==> config.mk <==
export PLATFORM = sky130hd
export DESIGN_NAME = base32_group_decoder_flat
export DESIGN_NICKNAME = d
export VERILOG_FILES = /design/src/hdl/b32g_pkg.sv /design/src/hdl/b32g_req_if.sv /design/src/hdl/b32g_rsp_if.sv /design/src/hdl/base32_group_decoder.sv /design/src/hdl/b32g_queue.sv /design/src/hdl/b32g_front.sv /design/src/hdl/b32g_back.sv /design/src/flat_wrapper.sv
export SDC_FILE = /design/constraint.sdc
export NUM_CORES = 1
export LEC_CHECK = 0
export BUFFER_PORTS_ARGS = -buffer_cell sky130_fd_sc_hd__buf_2
export CELL_PAD_IN_SITES_DETAIL_PLACEMENT = 0
export CELL_PAD_IN_SITES_GLOBAL_PLACEMENT = 2
export CORE_MARGIN = 4
export CORE_UTILIZATION = 35
export CTS_CLUSTER_DIAMETER = 150
export CTS_CLUSTER_SIZE = 40
export DETAILED_ROUTE_END_ITERATION = 6
export GPL_ROUTABILITY_DRIVEN = 0
export GPL_TIMING_DRIVEN = 0
export PLACE_DENSITY = 0.76
export SYNTH_ARGS = -nofsm -noshare
export SYNTH_HDL_FRONTEND = slang
export SYNTH_SLANG_ARGS = --single-unit
==> constraint.sdc <==
create_clock -name clock -period 6.4 [get_ports clock]
set_clock_uncertainty 0.05 [all_clocks]
set_input_delay 1.28 -clock clock [delete_from_list [all_inputs] [get_ports clock]]
set_output_delay 1.28 -clock clock [all_outputs]
set_load 0.01 [all_outputs]
==> src/hdl/b32g_pkg.sv <==
// Shared types, constants and the character decode function of the base32 group decoder.
// No dependencies; every other file of the block but the two interfaces refers to this package by scoped names.
package b32g_pkg;

   // Character codes of the alphabet boundaries, the aliases and the pad.
   localparam logic [7:0] CHAR_UP_A  = 8'h41;
   localparam logic [7:0] CHAR_UP_Z  = 8'h5A;
   localparam logic [7:0] CHAR_LO_A  = 8'h61;
   localparam logic [7:0] CHAR_LO_Z  = 8'h7A;
   localparam logic [7:0] CHAR_TWO   = 8'h32;
   localparam logic [7:0] CHAR_SEVEN = 8'h37;
   localparam logic [7:0] CHAR_ZERO  = 8'h30;
   localparam logic [7:0] CHAR_ONE   = 8'h31;
   localparam logic [7:0] CHAR_EIGHT = 8'h38;
   localparam logic [7:0] CHAR_PAD   = 8'h3D;

   // Symbol values of the aliases and of the first digit.
   localparam logic [4:0] VAL_O      = 5'd14;
   localparam logic [4:0] VAL_L      = 5'd11;
   localparam logic [4:0] VAL_B      = 5'd1;
   localparam logic [4:0] VAL_DIGIT0 = 5'd26;

   // Group geometry and pad offsets.
   localparam int          GROUP_CHARS = 8;
   localparam int          GROUP_BITS  = 40;
   localparam logic [2:0]  POS_LAST    = 3'd7;
   localparam logic [3:0]  PAD_NONE    = 4'd8;
   localparam logic [3:0]  PAD_AT_2    = 4'd2;
   localparam logic [3:0]  PAD_AT_4    = 4'd4;
   localparam logic [3:0]  PAD_AT_5    = 4'd5;
   localparam logic [3:0]  PAD_AT_7    = 4'd7;
   localparam logic [2:0]  BYTES_FULL  = 3'd5;

   localparam logic [7:0]  CAP_RESET   = 8'd64;

   // Job queue between the front and back halves.
   localparam int QDEPTH = 2;
   localparam int QPTR_W = (QDEPTH > 1) ? $clog2(QDEPTH) : 1;
   localparam int QCNT_W = $clog2(QDEPTH + 1);

   // One unit of work for the back half: a finished group or an error.
   typedef struct packed {
      logic [GROUP_BITS-1:0] data;     // first byte in the top bits
      logic [2:0]            count;    // bytes to send, 1 to 5
      logic                  last;     // the final byte closes the string
      logic                  err;      // error beat, data is zero
   } job_type;

   // Returns {valid, value} for one character.
   function automatic logic [5:0] sym_decode(input logic [7:0] c);
      logic [5:0] r;
      begin
         r = 6'd0;
         if (c >= CHAR_UP_A && c <= CHAR_UP_Z) begin
            r = {1'b1, 5'(c - CHAR_UP_A)};
         end else if (c >= CHAR_LO_A && c <= CHAR_LO_Z) begin
            r = {1'b1, 5'(c - CHAR_LO_A)};
         end else if (c >= CHAR_TWO && c <= CHAR_SEVEN) begin
            r = {1'b1, 5'(c - CHAR_TWO) + VAL_DIGIT0};
         end else if (c == CHAR_ZERO) begin
            r = {1'b1, VAL_O};
         end else if (c == CHAR_ONE) begin
            r = {1'b1, VAL_L};
         end else if (c == CHAR_EIGHT) begin
            r = {1'b1, VAL_B};
         end else if (c == CHAR_PAD) begin
            r = {1'b1, 5'd0};
         end
         return r;
      end
   endfunction

endpackage

==> src/hdl/b32g_req_if.sv <==
// Input channel of the base32 group decoder: one character per beat.
// No dependencies.
interface b32g_req_if;
   logic       valid;
   logic       ready;
   logic [7:0] char_in;
   logic       final_char;

   modport source (output valid, output char_in, output final_char, input ready);
   modport sink   (input valid, input char_in, input final_char, output ready);
endinterface

==> src/hdl/b32g_rsp_if.sv <==
// Result channel of the base32 group decoder: one decoded byte or error per beat.
// No dependencies.
interface b32g_rsp_if;
   logic       valid;
   logic       ready;
   logic [7:0] data_byte;
   logic       last_out;
   logic       decode_error;

   modport source (output valid, output data_byte, output last_out, output decode_error,
                   input ready);
   modport sink   (input valid, input data_byte, input last_out, input decode_error,
                   output ready);
endinterface

==> src/hdl/base32_group_decoder.sv <==
// Top level of the base32 group decoder: front half, job queue and back half.
// Depends on b32g_pkg, b32g_req_if, b32g_rsp_if, b32g_front, b32g_queue and b32g_back.
//
//   Channel   Direction  Beat contents                         Accepted when
//   req_ch    in         char_in, final_char                   valid && ready
//   rsp_ch    out        data_byte, last_out, decode_error     valid && ready
//   csr_*     in         csr_wr_data (out_capacity)            csr_wr_en
//
// The input takes one character per cycle while the queue has room. The front checks each
// character in the cycle it arrives and, when a group of eight closes or an error is found,
// posts one job to a two-entry queue. The back sends a job's bytes one per cycle while rsp_ch
// does not stall. The job of a closing character passes through the queue slot, the back's
// job registers and the output stage before its first byte appears on rsp_ch.
// req_ch.ready falls only when both queue entries are held.
// That happens when the result side stalls, or when short jobs such as error beats arrive
// while the back is still sending a group. Reset is synchronous and active high; it returns
// the capacity to 64 and empties the queue and the output stage.
module base32_group_decoder (
   input  logic        clock,
   input  logic        reset,
   b32g_req_if.sink    req_ch,
   b32g_rsp_if.source  rsp_ch,
   input  logic        csr_wr_en,
   input  logic [7:0]  csr_wr_data
);

   // Jobs travel from the front to the back through the queue.
   b32g_pkg::job_type push_job;
   b32g_pkg::job_type pop_job;
   logic              push;
   logic              pop;
   logic              q_full;
   logic              q_avail;

   // The front decodes characters, tracks the group position, the first pad, the byte count
   // of the string and the discard state after an error.
   b32g_front u_front (
      .clock       (clock),
      .reset       (reset),
      .req_ch      (req_ch),
      .csr_wr_en   (csr_wr_en),
      .csr_wr_data (csr_wr_data),
      .q_full      (q_full),
      .push        (push),
      .push_job    (push_job)
   );

   // The queue lets the front keep taking characters while the back waits on rsp_ch.
   b32g_queue u_queue (
      .clock    (clock),
      .reset    (reset),
      .push     (push),
      .push_job (push_job),
      .full     (q_full),
      .pop      (pop),
      .avail    (q_avail),
      .pop_job  (pop_job)
   );

   // The back unpacks each job into beats behind a registered output stage.
   b32g_back u_back (
      .clock   (clock),
      .reset   (reset),
      .q_avail (q_avail),
      .q_job   (pop_job),
      .pop     (pop),
      .rsp_ch  (rsp_ch)
   );

endmodule

==> src/hdl/b32g_queue.sv <==
// Short job queue between the front (group assembly) and back (byte output) halves.
// Depends on b32g_pkg for the job type and depth.
module b32g_queue (
   input  logic              clock,
   input  logic              reset,
   input  logic              push,
   input  b32g_pkg::job_type push_job,
   output logic              full,
   input  logic              pop,
   output logic              avail,
   output b32g_pkg::job_type pop_job
);

   b32g_pkg::job_type                  slot_ff [b32g_pkg::QDEPTH];
   logic [b32g_pkg::QPTR_W-1:0]        wr_ptr_ff, wr_ptr_in;
   logic [b32g_pkg::QPTR_W-1:0]        rd_ptr_ff, rd_ptr_in;
   logic [b32g_pkg::QCNT_W-1:0]        cnt_ff, cnt_in;

   function automatic logic [b32g_pkg::QPTR_W-1:0] ptr_next(
      input logic [b32g_pkg::QPTR_W-1:0] p);
      begin
         if (p == b32g_pkg::QPTR_W'(b32g_pkg::QDEPTH - 1)) begin
            return '0;
         end
         return p + 1'b1;
      end
   endfunction

   assign full    = (cnt_ff == b32g_pkg::QCNT_W'(b32g_pkg::QDEPTH));
   assign avail   = (cnt_ff != '0);
   assign pop_job = slot_ff[rd_ptr_ff];

   always_comb begin
      wr_ptr_in = push ? ptr_next(wr_ptr_ff) : wr_ptr_ff;
      rd_ptr_in = pop  ? ptr_next(rd_ptr_ff) : rd_ptr_ff;
      cnt_in    = cnt_ff;
      if (push && !pop) begin
         cnt_in = cnt_ff + 1'b1;
      end else if (pop && !push) begin
         cnt_in = cnt_ff - 1'b1;
      end
   end

   always_ff @(posedge clock) begin
      if (reset) begin
         wr_ptr_ff <= '0;
         rd_ptr_ff <= '0;
         cnt_ff    <= '0;
      end else begin
         wr_ptr_ff <= wr_ptr_in;
         rd_ptr_ff <= rd_ptr_in;
         cnt_ff    <= cnt_in;
      end
   end

   always_ff @(posedge clock) begin
      if (push) begin
         slot_ff[wr_ptr_ff] <= push_job;
      end
   end

   // The front must never push into a full queue, nor the back pop an empty one.
   a_no_overflow: assert property (@(posedge clock) disable iff (reset) !(push && full))
      else $error("job pushed into a full queue");
   a_no_underflow: assert property (@(posedge clock) disable iff (reset) pop |-> avail)
      else $error("job popped from an empty queue");
   a_cnt_bound: assert property (@(posedge clock) disable iff (reset)
      cnt_ff <= b32g_pkg::QCNT_W'(b32g_pkg::QDEPTH))
      else $error("queue fill count out of range");

endmodule

==> src/hdl/b32g_front.sv <==
// Front half: accepts characters, checks them, assembles groups and posts jobs.
// Depends on b32g_pkg and the b32g_req_if interface.
module b32g_front (
   input  logic              clock,
   input  logic              reset,
   b32g_req_if.sink          req_ch,
   input  logic              csr_wr_en,
   input  logic [7:0]        csr_wr_data,
   input  logic              q_full,
   output logic              push,
   output b32g_pkg::job_type push_job
);

   logic [7:0] cap_ff;
   logic [2:0] pos_ff, pos_in;
   logic [3:0] pad_ff, pad_in;
   logic [7:0] cnt_ff, cnt_in;
   logic       disc_ff, disc_in;
   logic [4:0] vals_ff [b32g_pkg::GROUP_CHARS-1];

   logic       accept;
   logic       fin;
   logic [5:0] sym;
   logic       is_pad;
   logic [3:0] pad_new;
   logic       err;
   logic       group_done;
   logic [2:0] nbytes;
   logic       wr_val;

   assign req_ch.ready = !q_full;
   assign accept       = req_ch.valid && !q_full;
   assign fin          = req_ch.final_char;
   assign sym          = b32g_pkg::sym_decode(req_ch.char_in);
   assign is_pad       = (req_ch.char_in == b32g_pkg::CHAR_PAD);

   always_comb begin
      pad_new = pad_ff;
      if (is_pad && pad_ff == b32g_pkg::PAD_NONE) begin
         pad_new = {1'b0, pos_ff};
      end

      err = 1'b0;
      if (!sym[5]) begin
         err = 1'b1;
      end else if (is_pad && pad_ff == b32g_pkg::PAD_NONE &&
                   !(pad_new == b32g_pkg::PAD_AT_2 || pad_new == b32g_pkg::PAD_AT_4 ||
                     pad_new == b32g_pkg::PAD_AT_5 || pad_new == b32g_pkg::PAD_AT_7)) begin
         err = 1'b1;
      end else if (!is_pad && pad_ff != b32g_pkg::PAD_NONE) begin
         err = 1'b1;
      end else if (pos_ff != b32g_pkg::POS_LAST) begin
         err = fin;
      end else if (pad_new != b32g_pkg::PAD_NONE && !fin) begin
         err = 1'b1;
      end else if ({1'b0, cnt_ff} + 9'd5 > {1'b0, cap_ff}) begin
         err = 1'b1;
      end

      case (pad_new)
         b32g_pkg::PAD_AT_2: nbytes = 3'd1;
         b32g_pkg::PAD_AT_4: nbytes = 3'd2;
         b32g_pkg::PAD_AT_5: nbytes = 3'd3;
         b32g_pkg::PAD_AT_7: nbytes = 3'd4;
         default:            nbytes = b32g_pkg::BYTES_FULL;
      endcase

      group_done = (pos_ff == b32g_pkg::POS_LAST) && !err;
      wr_val     = accept && !disc_ff && !err && (pos_ff != b32g_pkg::POS_LAST);
      push       = accept && !disc_ff && (err || group_done);

      // The 40 group bits concatenate to the decoded bytes, first byte on top.
      push_job.data  = err ? '0 : {vals_ff[0], vals_ff[1], vals_ff[2], vals_ff[3],
                                   vals_ff[4], vals_ff[5], vals_ff[6], sym[4:0]};
      push_job.count = err ? 3'd1 : nbytes;
      push_job.last  = err || fin;
      push_job.err   = err;

      pos_in  = pos_ff;
      pad_in  = pad_ff;
      cnt_in  = cnt_ff;
      disc_in = disc_ff;
      if (accept) begin
         if (fin) begin
            pos_in  = '0;
            pad_in  = b32g_pkg::PAD_NONE;
            cnt_in  = '0;
            disc_in = 1'b0;
         end else if (disc_ff) begin
            disc_in = 1'b1;
         end else if (err) begin
            disc_in = 1'b1;
         end else if (group_done) begin
            pos_in = '0;
            pad_in = b32g_pkg::PAD_NONE;
            cnt_in = cnt_ff + {5'd0, nbytes};
         end else begin
            pos_in = pos_ff + 1'b1;
            pad_in = pad_new;
         end
      end
   end

   always_ff @(posedge clock) begin
      if (reset) begin
         cap_ff  <= b32g_pkg::CAP_RESET;
         pos_ff  <= '0;
         pad_ff  <= b32g_pkg::PAD_NONE;
         cnt_ff  <= '0;
         disc_ff <= 1'b0;
      end else begin
         if (csr_wr_en) begin
            cap_ff <= csr_wr_data;
         end
         pos_ff  <= pos_in;
         pad_ff  <= pad_in;
         cnt_ff  <= cnt_in;
         disc_ff <= disc_in;
      end
   end

   always_ff @(posedge clock) begin
      if (wr_val) begin
         vals_ff[pos_ff] <= sym[4:0];
      end
   end

endmodule

==> src/hdl/b32g_back.sv <==
// Back half: takes jobs from the queue and sends their bytes, one per beat,
// through a registered output stage. Depends on b32g_pkg and b32g_rsp_if.
module b32g_back (
   input  logic              clock,
   input  logic              reset,
   input  logic              q_avail,
   input  b32g_pkg::job_type q_job,
   output logic              pop,
   b32g_rsp_if.source        rsp_ch
);

   logic                            act_ff, act_in;
   logic [b32g_pkg::GROUP_BITS-1:0] data_ff, data_in;
   logic [2:0]                      left_ff, left_in;
   logic                            last_ff, last_in;
   logic                            err_ff, err_in;

   logic                            vld_ff, vld_in;
   logic [7:0]                      byte_ff;
   logic                            lastout_ff;
   logic                            errout_ff;

   logic                            out_free;
   logic                            emit;
   logic                            done;

   always_comb begin
      out_free = !vld_ff || rsp_ch.ready;
      emit     = act_ff && out_free;
      done     = emit && (left_ff == 3'd1);
      pop      = q_avail && (!act_ff || done);

      act_in  = act_ff;
      data_in = data_ff;
      left_in = left_ff;
      last_in = last_ff;
      err_in  = err_ff;
      if (pop) begin
         act_in  = 1'b1;
         data_in = q_job.data;
         left_in = q_job.count;
         last_in = q_job.last;
         err_in  = q_job.err;
      end else if (emit) begin
         act_in  = !done;
         data_in = {data_ff[b32g_pkg::GROUP_BITS-9:0], 8'd0};
         left_in = left_ff - 1'b1;
      end

      vld_in = emit ? 1'b1 : (rsp_ch.ready ? 1'b0 : vld_ff);
   end

   always_ff @(posedge clock) begin
      if (reset) begin
         act_ff <= 1'b0;
         vld_ff <= 1'b0;
      end else begin
         act_ff <= act_in;
         vld_ff <= vld_in;
      end
   end

   always_ff @(posedge clock) begin
      data_ff <= data_in;
      left_ff <= left_in;
      last_ff <= last_in;
      err_ff  <= err_in;
      if (emit) begin
         byte_ff    <= data_ff[b32g_pkg::GROUP_BITS-1 -: 8];
         lastout_ff <= last_ff && (left_ff == 3'd1);
         errout_ff  <= err_ff;
      end
   end

   assign rsp_ch.valid        = vld_ff;
   assign rsp_ch.data_byte    = byte_ff;
   assign rsp_ch.last_out     = lastout_ff;
   assign rsp_ch.decode_error = errout_ff;

   // An error beat is always a lone, closing beat with a zero byte.
   a_err_form: assert property (@(posedge clock) disable iff (reset)
      (vld_ff && errout_ff) |-> (lastout_ff && byte_ff == 8'd0))
      else $error("error beat without last flag or with nonzero data");
   // A job is only taken once the previous one has sent its final byte.
   a_pop_order: assert property (@(posedge clock) disable iff (reset)
      (pop && act_ff) |-> (emit && left_ff == 3'd1))
      else $error("job taken while the previous one still had bytes");

endmodule

==> src/flat_wrapper.sv <==
// flat-port wrapper written by rule: the top's interface ports become plain ports
module base32_group_decoder_flat 
  (clock, reset, csr_wr_en, csr_wr_data, req_ch_valid, req_ch_char_in, req_ch_final_char, req_ch_ready, rsp_ch_valid, rsp_ch_data_byte, rsp_ch_last_out, rsp_ch_decode_error, rsp_ch_ready);
  b32g_req_if req_ch_i ();
  b32g_rsp_if rsp_ch_i ();
  input  logic clock;
  input  logic reset;
  input  logic csr_wr_en;
  input  logic [7:0] csr_wr_data;
  input wire logic [$bits(req_ch_i.valid)-1:0] req_ch_valid;
  input wire logic [$bits(req_ch_i.char_in)-1:0] req_ch_char_in;
  input wire logic [$bits(req_ch_i.final_char)-1:0] req_ch_final_char;
  output wire logic [$bits(req_ch_i.ready)-1:0] req_ch_ready;
  output wire logic [$bits(rsp_ch_i.valid)-1:0] rsp_ch_valid;
  output wire logic [$bits(rsp_ch_i.data_byte)-1:0] rsp_ch_data_byte;
  output wire logic [$bits(rsp_ch_i.last_out)-1:0] rsp_ch_last_out;
  output wire logic [$bits(rsp_ch_i.decode_error)-1:0] rsp_ch_decode_error;
  input wire logic [$bits(rsp_ch_i.ready)-1:0] rsp_ch_ready;
  assign req_ch_i.valid = req_ch_valid;
  assign req_ch_i.char_in = req_ch_char_in;
  assign req_ch_i.final_char = req_ch_final_char;
  assign req_ch_ready = req_ch_i.ready;
  assign rsp_ch_valid = rsp_ch_i.valid;
  assign rsp_ch_data_byte = rsp_ch_i.data_byte;
  assign rsp_ch_last_out = rsp_ch_i.last_out;
  assign rsp_ch_decode_error = rsp_ch_i.decode_error;
  assign rsp_ch_i.ready = rsp_ch_ready;
  base32_group_decoder u_core (.clock(clock), .reset(reset), .req_ch(req_ch_i), .rsp_ch(rsp_ch_i), .csr_wr_en(csr_wr_en), .csr_wr_data(csr_wr_data));
endmodule
[Word-level counts from Yosys, hierarchy flattened]
Memories as Yosys holds them, arrays and structs flattened. A register that Yosys moved wholly into a read port is not among the register bits.
Index checks and enable logic that the tools add are counted.
Operators by class
  add/subtract/negate cells: 12
  magnitude comparators: 7
  equal/unequal tests: 17
  muxes and demuxes: 54
  reductions and logical operators: 44
Operators by type and width (count)
  40-bit two-way mux: 3
  6-bit two-way mux: 7
  8-bit by 6-bit == test with 1-bit output (second input constant): 4
  8-bit two-way mux: 4
  1-bit two-way mux: 25
  3-bit two-way mux: 7
  4-bit two-way mux: 5
  1-bit logical AND: 19
  8-bit by 7-bit greater-or-equal comparator with 1-bit output (second input constant): 2
  8-bit by 7-bit less-or-equal comparator with 1-bit output (second input constant): 2
  4-bit by 3-bit == test with 1-bit output (second input constant): 3
  3-bit one-hot mux with 4 select lines: 1
  1-bit zero test: 11
  2-bit nonzero test: 5
  5-bit by 1-bit subtractor with 5-bit output (second input constant): 2
  8-bit by 3-bit adder with 9-bit output (second input constant): 1
  9-bit by 8-bit > comparator with 1-bit output: 1
  8-bit by 3-bit adder with 8-bit output: 1
  8-bit by 6-bit greater-or-equal comparator with 1-bit output (second input constant): 1
  8-bit by 6-bit less-or-equal comparator with 1-bit output (second input constant): 1
  4-bit inequality test (second input constant): 2
  1-bit logical OR: 7
  5-bit adder (second input constant): 1
  5-bit subtractor (second input constant): 1
  other kinds (15): 18
Word-level totals
  RAM bits: 125
  input bits: 22
  word-level logic and storage cells: 153
  output and inout port bits: 12
  memories: 2
  bits in registers: 85
Memories
  u_core.u_queue.slot_ff: words 2, width 45, rd ports 1, clocked after memory_dff 1, wr ports 1, line b32g_queue.sv:14  | b32g_pkg::job_type slot_ff [b32g_pkg::QDEPTH];
  u_core.u_front.vals_ff: words 7, width 5, rd ports 7, clocked after memory_dff 0, wr ports 1, line b32g_front.sv:19  | logic [4:0] vals_ff [b32g_pkg::GROUP_CHARS-1];

[Logic depth before layout (Yosys ltp)]
  word-level depth: 19
  mapped depth: 14
  depth with buffers taken out: 13

[By module]
A second synthesis with hierarchy kept.
Second synthesis, totals
  cells, all modules: 705
  area total of the unflattened synthesis: 9417.8 µm²
Modules (own cells, without submodules)
  b32g_queue: sequential area each 2802.7 µm², cells each 162, instances 1, area an instance 3469.6 µm²
  b32g_front: sequential area each 1531.5 µm², cells each 339, instances 1, area an instance 3445.8 µm²
  b32g_back: sequential area each 1691.6 µm², cells each 204, instances 1, area an instance 2502.4 µm²

[Worst setup path after synthesis]
OpenSTA, ideal clock, no wires.
  path kind: in2reg
  start: in req_ch_char_in[3]
  end: mem u_core.u_queue.slot_ff[0][0] (netlist bit) (enable)
  data required time: 5902 ps
  setup slack: 1374 ps
  setup time: 448 ps
  buffers on the path: 0
  stages: 8
  arrival: 4528 ps
  cell sequence: inv_1 ha_1 nor3b_1 mux2_2 o211ai_1 and3_1 o31ai_1 nor2_1
On the way
  word-level cells in the longest chain between the ends: 17
  elaborated cells between the ends (all ways): 46
  those cells by class: 6 x order compare; 9 x eq/ne; 15 x mux; 16 x reduce/logical
Ends and longest elaborated chain
  start: declaration: line flat_wrapper.sv:11  | input wire logic [$bits(req_ch_i.char_in)-1:0] req_ch_char_in;
  parallel branches: the longest is 10 deep, another holds 8-bit by 6-bit == test with 1-bit output
  1-bit two-way mux *: line b32g_front.sv:44  | if (!sym[5]) begin
  1-bit zero test: line b32g_front.sv:68  | group_done = (pos_ff == b32g_pkg::POS_LAST) && !err;
  1-bit logical AND: line b32g_front.sv:68
  1-bit logical OR *: line b32g_front.sv:70  | push = accept && !disc_ff && (err || group_done);
  1-bit logical AND *: line b32g_front.sv:70
  1-bit two-way mux *: line b32g_queue.sv:57  | if (push) begin
  1-bit two-way mux (implied by the code) *: line b32g_queue.sv:58  | slot_ff[wr_ptr_ff] <= push_job;
  end: declaration: line b32g_queue.sv:14
Every way passes the cells marked *.

[Worst setup path in the final report]
  start: in req_ch_char_in[1]
  end: mem u_core.u_queue.slot_ff[1][25] (netlist bit) (enable)
Same word-level chain as after synthesis.

==> run_results.csv <==
group,metric,value,unit
detailed_routing,wl,17700,um
floorplanning,core_region_area,0.0252,mm2
finish,multi_input_comb_area,0.00271,mm2
finish,finalNetCount,762,
detailed_routing,drc,0,
clock_tree,cts_sinks,211,
timing,setup_viol_count_final,0,
logic_synthesis,synthesis.area,0.00895,mm2
timing,slew-limit-headroom,0.141,
worst_setup_path,timing.critical_path.arrival,4420,ps
logic_synthesis,synth_seq_cells,211,
floorplanning,floorplan.die.width,168,um
timing,min_period,4230,ps
finish,share_of_final_layout_standard_cells_stronger_than_drive_strength_1,0.0947,
global_routing,grt_util_all_layers,0.124,
worst_setup_path,critPathLaunch,"req_ch_char_in[1]",
worst_setup_path,crit_path_cell_trace,"buf_2 > inv_1 > ha_1 > nor2_1 > a311oi_1 > o21ai_1 > and3_1 > o31ai_1 > inv_1 > and2_2 > buf_12",
global_routing,grt_max_degree,44,
finish,area_growth,9.92,%
floorplanning,start_util,0.356,
worst_setup_path,criticalPathCategory,"input pin to flip-flop",
logic_synthesis,syn_inst,671,
global_routing,global_route.overflow_total,0,
logic_synthesis,synth.avg_cell_area,13.3,um2
detailed_routing,final_antenna_net_count,0,
clock_tree,cts-root-buf,"clkbuf_16",
clock_tree,hold_buffers,0,
worst_setup_path,worstPathMaxFanout,25,
detailed_routing,drt_iter0_drc,408,
detailed_routing,detailroute.via_count,5110,
finish,nFillCells,2371,
timing,final.period_utilization,0.662,
global_routing,antenna_found_initial,0,
detailed_routing,drt_pass1_iterations,6,
worst_setup_path,cp_num_buf_inv,4,
placement,placed_cells,1035,
logic_synthesis,synth-xor-area-share,0.0157,
logic_synthesis,synth-compound-area-share,0.0788,
finish,commonest_cells_after_routing_fill_and_taps_aside,"180 x edfxtp_1, 56 x nand2_1, 49 x nor2_1, 49 x o21ai_0, 49 x mux2i_1",
hold_path,worstHoldStart,"u_core.u_back.data_ff[34]",
logic_synthesis,muxShareOfSynthArea,0.0586,
timing,timing.fmax,236,MHz
outcome,outcome,"completed",
global_routing,grt_pass1_wl,28000,um
finish,final_cells,1048,
clock_tree,ctsResizeCount,0,
flow_run,max_cap_violations,0,
logic_synthesis,dominant_combinational_cell_family_by_area_after_synthesis,"simple AND/OR/NAND/NOR gates",
power_and_ir_drop,cellLeakagePower,3.43,nW
worst_setup_path,critical_path.startpoint_type,"input pin",
floorplanning,die_height,168,um
logic_synthesis,ys_seq_area_frac,0.673,
logic_synthesis,adder_and_majority_cell_fraction_of_the_synthesized_area,0.0344,
placement,post-place-ws,1690,ps
logic_synthesis,synth.net_count,717,
finish,layout.area.seq,0.00603,mm2
finish,most_frequent_standard_cell_in_the_layout_excluding_fill_and_tap_cells,"edfxtp_1",
timing,max_slew.worst_pin.slew,1280,ps
placement,dpl.hpwl,12600,um
worst_setup_path,worst-endpoint-required,6590,ps
clock_tree,tritoncts,"done",
timing,timing_max_transition_violations_final,0,
logic_synthesis,synth-main-ff-cell,"edfxtp_1",
logic_synthesis,synth_edf_count,180,
logic_synthesis,yosysWarnings,0,
timing,hold_viol,0,
clock_tree,cts_buffer_depth,3,
worst_setup_path,max_stage_delay,810,ps
logic_synthesis,synthSimpleGateAreaFrac,0.115,
worst_setup_path,rr_startpoint,"u_core.u_front.cnt_ff[4]",
worst_setup_path,delay_heaviest_family_cp,"compound AO/OA/AOI/OAI gates",
hold_path,timing.hold.worst.class,"flip-flop to flip-flop",
clock_tree,cts_made_buffers,9,
clock_tree,clkLatencyLatePin,480,ps
clock_tree,clock_tree.htree_level_count,1,
timing,post-route-worst-setup-slack,2170,ps
floorplanning,fp-row-count,58,
worst_setup_path,crit_top_cell,"inv_1",
finish,utilization,0.391,
floorplanning,ioPinCount,34,
worst_setup_path,critPathSlowestCell,"o31ai_1",
global_routing,grt_pass1_vias,5139,
clock_tree,postCtsSetupBuffers,0,
detailed_routing,detail_route.vias_per_cell,4.88,
detailed_routing,post_drt_wl_per_cell,16.9,um
finish,insertedDiodeCount,0,
placement,port-buffer-count,32,
logic_synthesis,ys_types,59,
clock_tree,cts.clk_slew.worst_paths,140,ps
power_and_ir_drop,irDropWorstVdd,0.312,mV
logic_synthesis,ys_async_sr_fraction,0,
power_and_ir_drop,power.density,359,mW/mm2
timing,grt_setup_unrepaired,"false",
floorplanning,fp.dieArea,0.0282,mm2
worst_setup_path,setup.worst_path.end_class,"flip-flop",
==> cells by family after synthesis <==
| kind of cell | Yosys count |
|---|---|
| flip-flops | 211 |
| AND/OR/NAND/NOR | 204 |
| AO/OA/AOI/OAI | 110 |
| buffers and inverters | 54 |
| multiplexers | 52 |
| adder cells (fa/ha/maj) | 24 |
| XOR/XNOR | 16 |
==> metrics by stage <==
| step | TNS [ps] | instance area [um2] | power [mW] | hold WS [ps] |
|---|---|---|---|---|
| 2_1_floorplan | 0 | 8950 | 2.59 | 350 |
| 3_3_place_gp | -14010 | 9530 | 2.87 | 354 |
| 3_5_place_dp | 0 | 9580 | 2.91 | 361 |
| 4_1_cts | 0 | 9840 | 3.59 | 393 |
| 5_1_grt | 0 | 9840 | 3.74 | 397 |
| 6_report | 0 | 9840 | 3.53 | 390 |
==> final cells by class <==
class,instances,area share
well taps,330,0.0420
clock inverters,1,0.00305
multi-input cells,406,0.276
plain buffers,29,0.0128
clock buffers,12,0.0240
inverters,25,0.00979
repair buffers,34,0.0203
flip-flops and latches,211,0.612
==> path summary, 6_finish.rpt <==
path | to | cells past startpoint | slack [ps]
setup / recovery | u_core.u_queue.slot_ff[1][25] | 11 | 2170
hold / removal | u_core.u_back.rsp_ch.data_byte[2] | 0 | 390
setup reg to reg | u_core.u_queue.slot_ff[0][3] | 12 | 2870
hold reg to reg | u_core.u_back.rsp_ch.data_byte[2] | 0 | 390
==> cell usage after synthesis, drive strengths merged (3+ instances only) <==
master  count  area share
o21ai      54       0.031
o21a        3      0.0027
edfxtp    180        0.60
dfxtp      31       0.069
clkbuf     22      0.0094
inv        25       0.011
buf         7      0.0048
a211oi      4      0.0048
nand4       3      0.0021
a31oi       5      0.0035
nand3      14      0.0084
xor2        7      0.0068
a41oi       5      0.0049
mux2i      49       0.055
and2       41       0.029
nor2b      10      0.0070
nor3       10      0.0061
a21oi      18       0.010
xnor2       9      0.0088
mux2        3      0.0038
ha         23       0.032
nor2       50       0.021
nand2b      5      0.0035
o311ai      5      0.0066
nand2      56       0.023
a21o        3      0.0025
o221ai      3      0.0029
==> power breakdown <==
part | internal [mW] | total, mW | switching [mW] | leakage, nW
clock network | 0.273 | 0.682 | 0.409 | 0.126
registers | 1.91 | 1.99 | 0.0824 | 1.96
logic | 0.269 | 0.862 | 0.592 | 1.35
total | 2.45 | 3.53 | 1.08 | 3.43
==> per-layer routing <==
metal,wire length (um),track usage,vias up
li1,-,-,2526
met1,8400,0.175,2493
met2,8490,0.208,79
met3,537,0.0148,12
met5,0,0,-
met4,237,0.0226,0
==> flip-flops by register name (all words and copies together), names as in the netlist, 2 cells and up, named ones only <==
name / cells
u_core.u_front.cnt_ff: 8
u_core.u_front.pos_ff: 3
u_core.u_back.data_ff: 40
u_core.u_front.pad_ff: 4
u_core.u_back.left_ff: 3
u_core.u_front.cap_ff: 8
u_core.u_queue.slot_ff: 90
u_core.u_front.vals_ff: 35
u_core.u_back.rsp_ch.data_byte: 8
u_core.u_queue.cnt_ff: 2
Power figures use the tool's default switching activity.
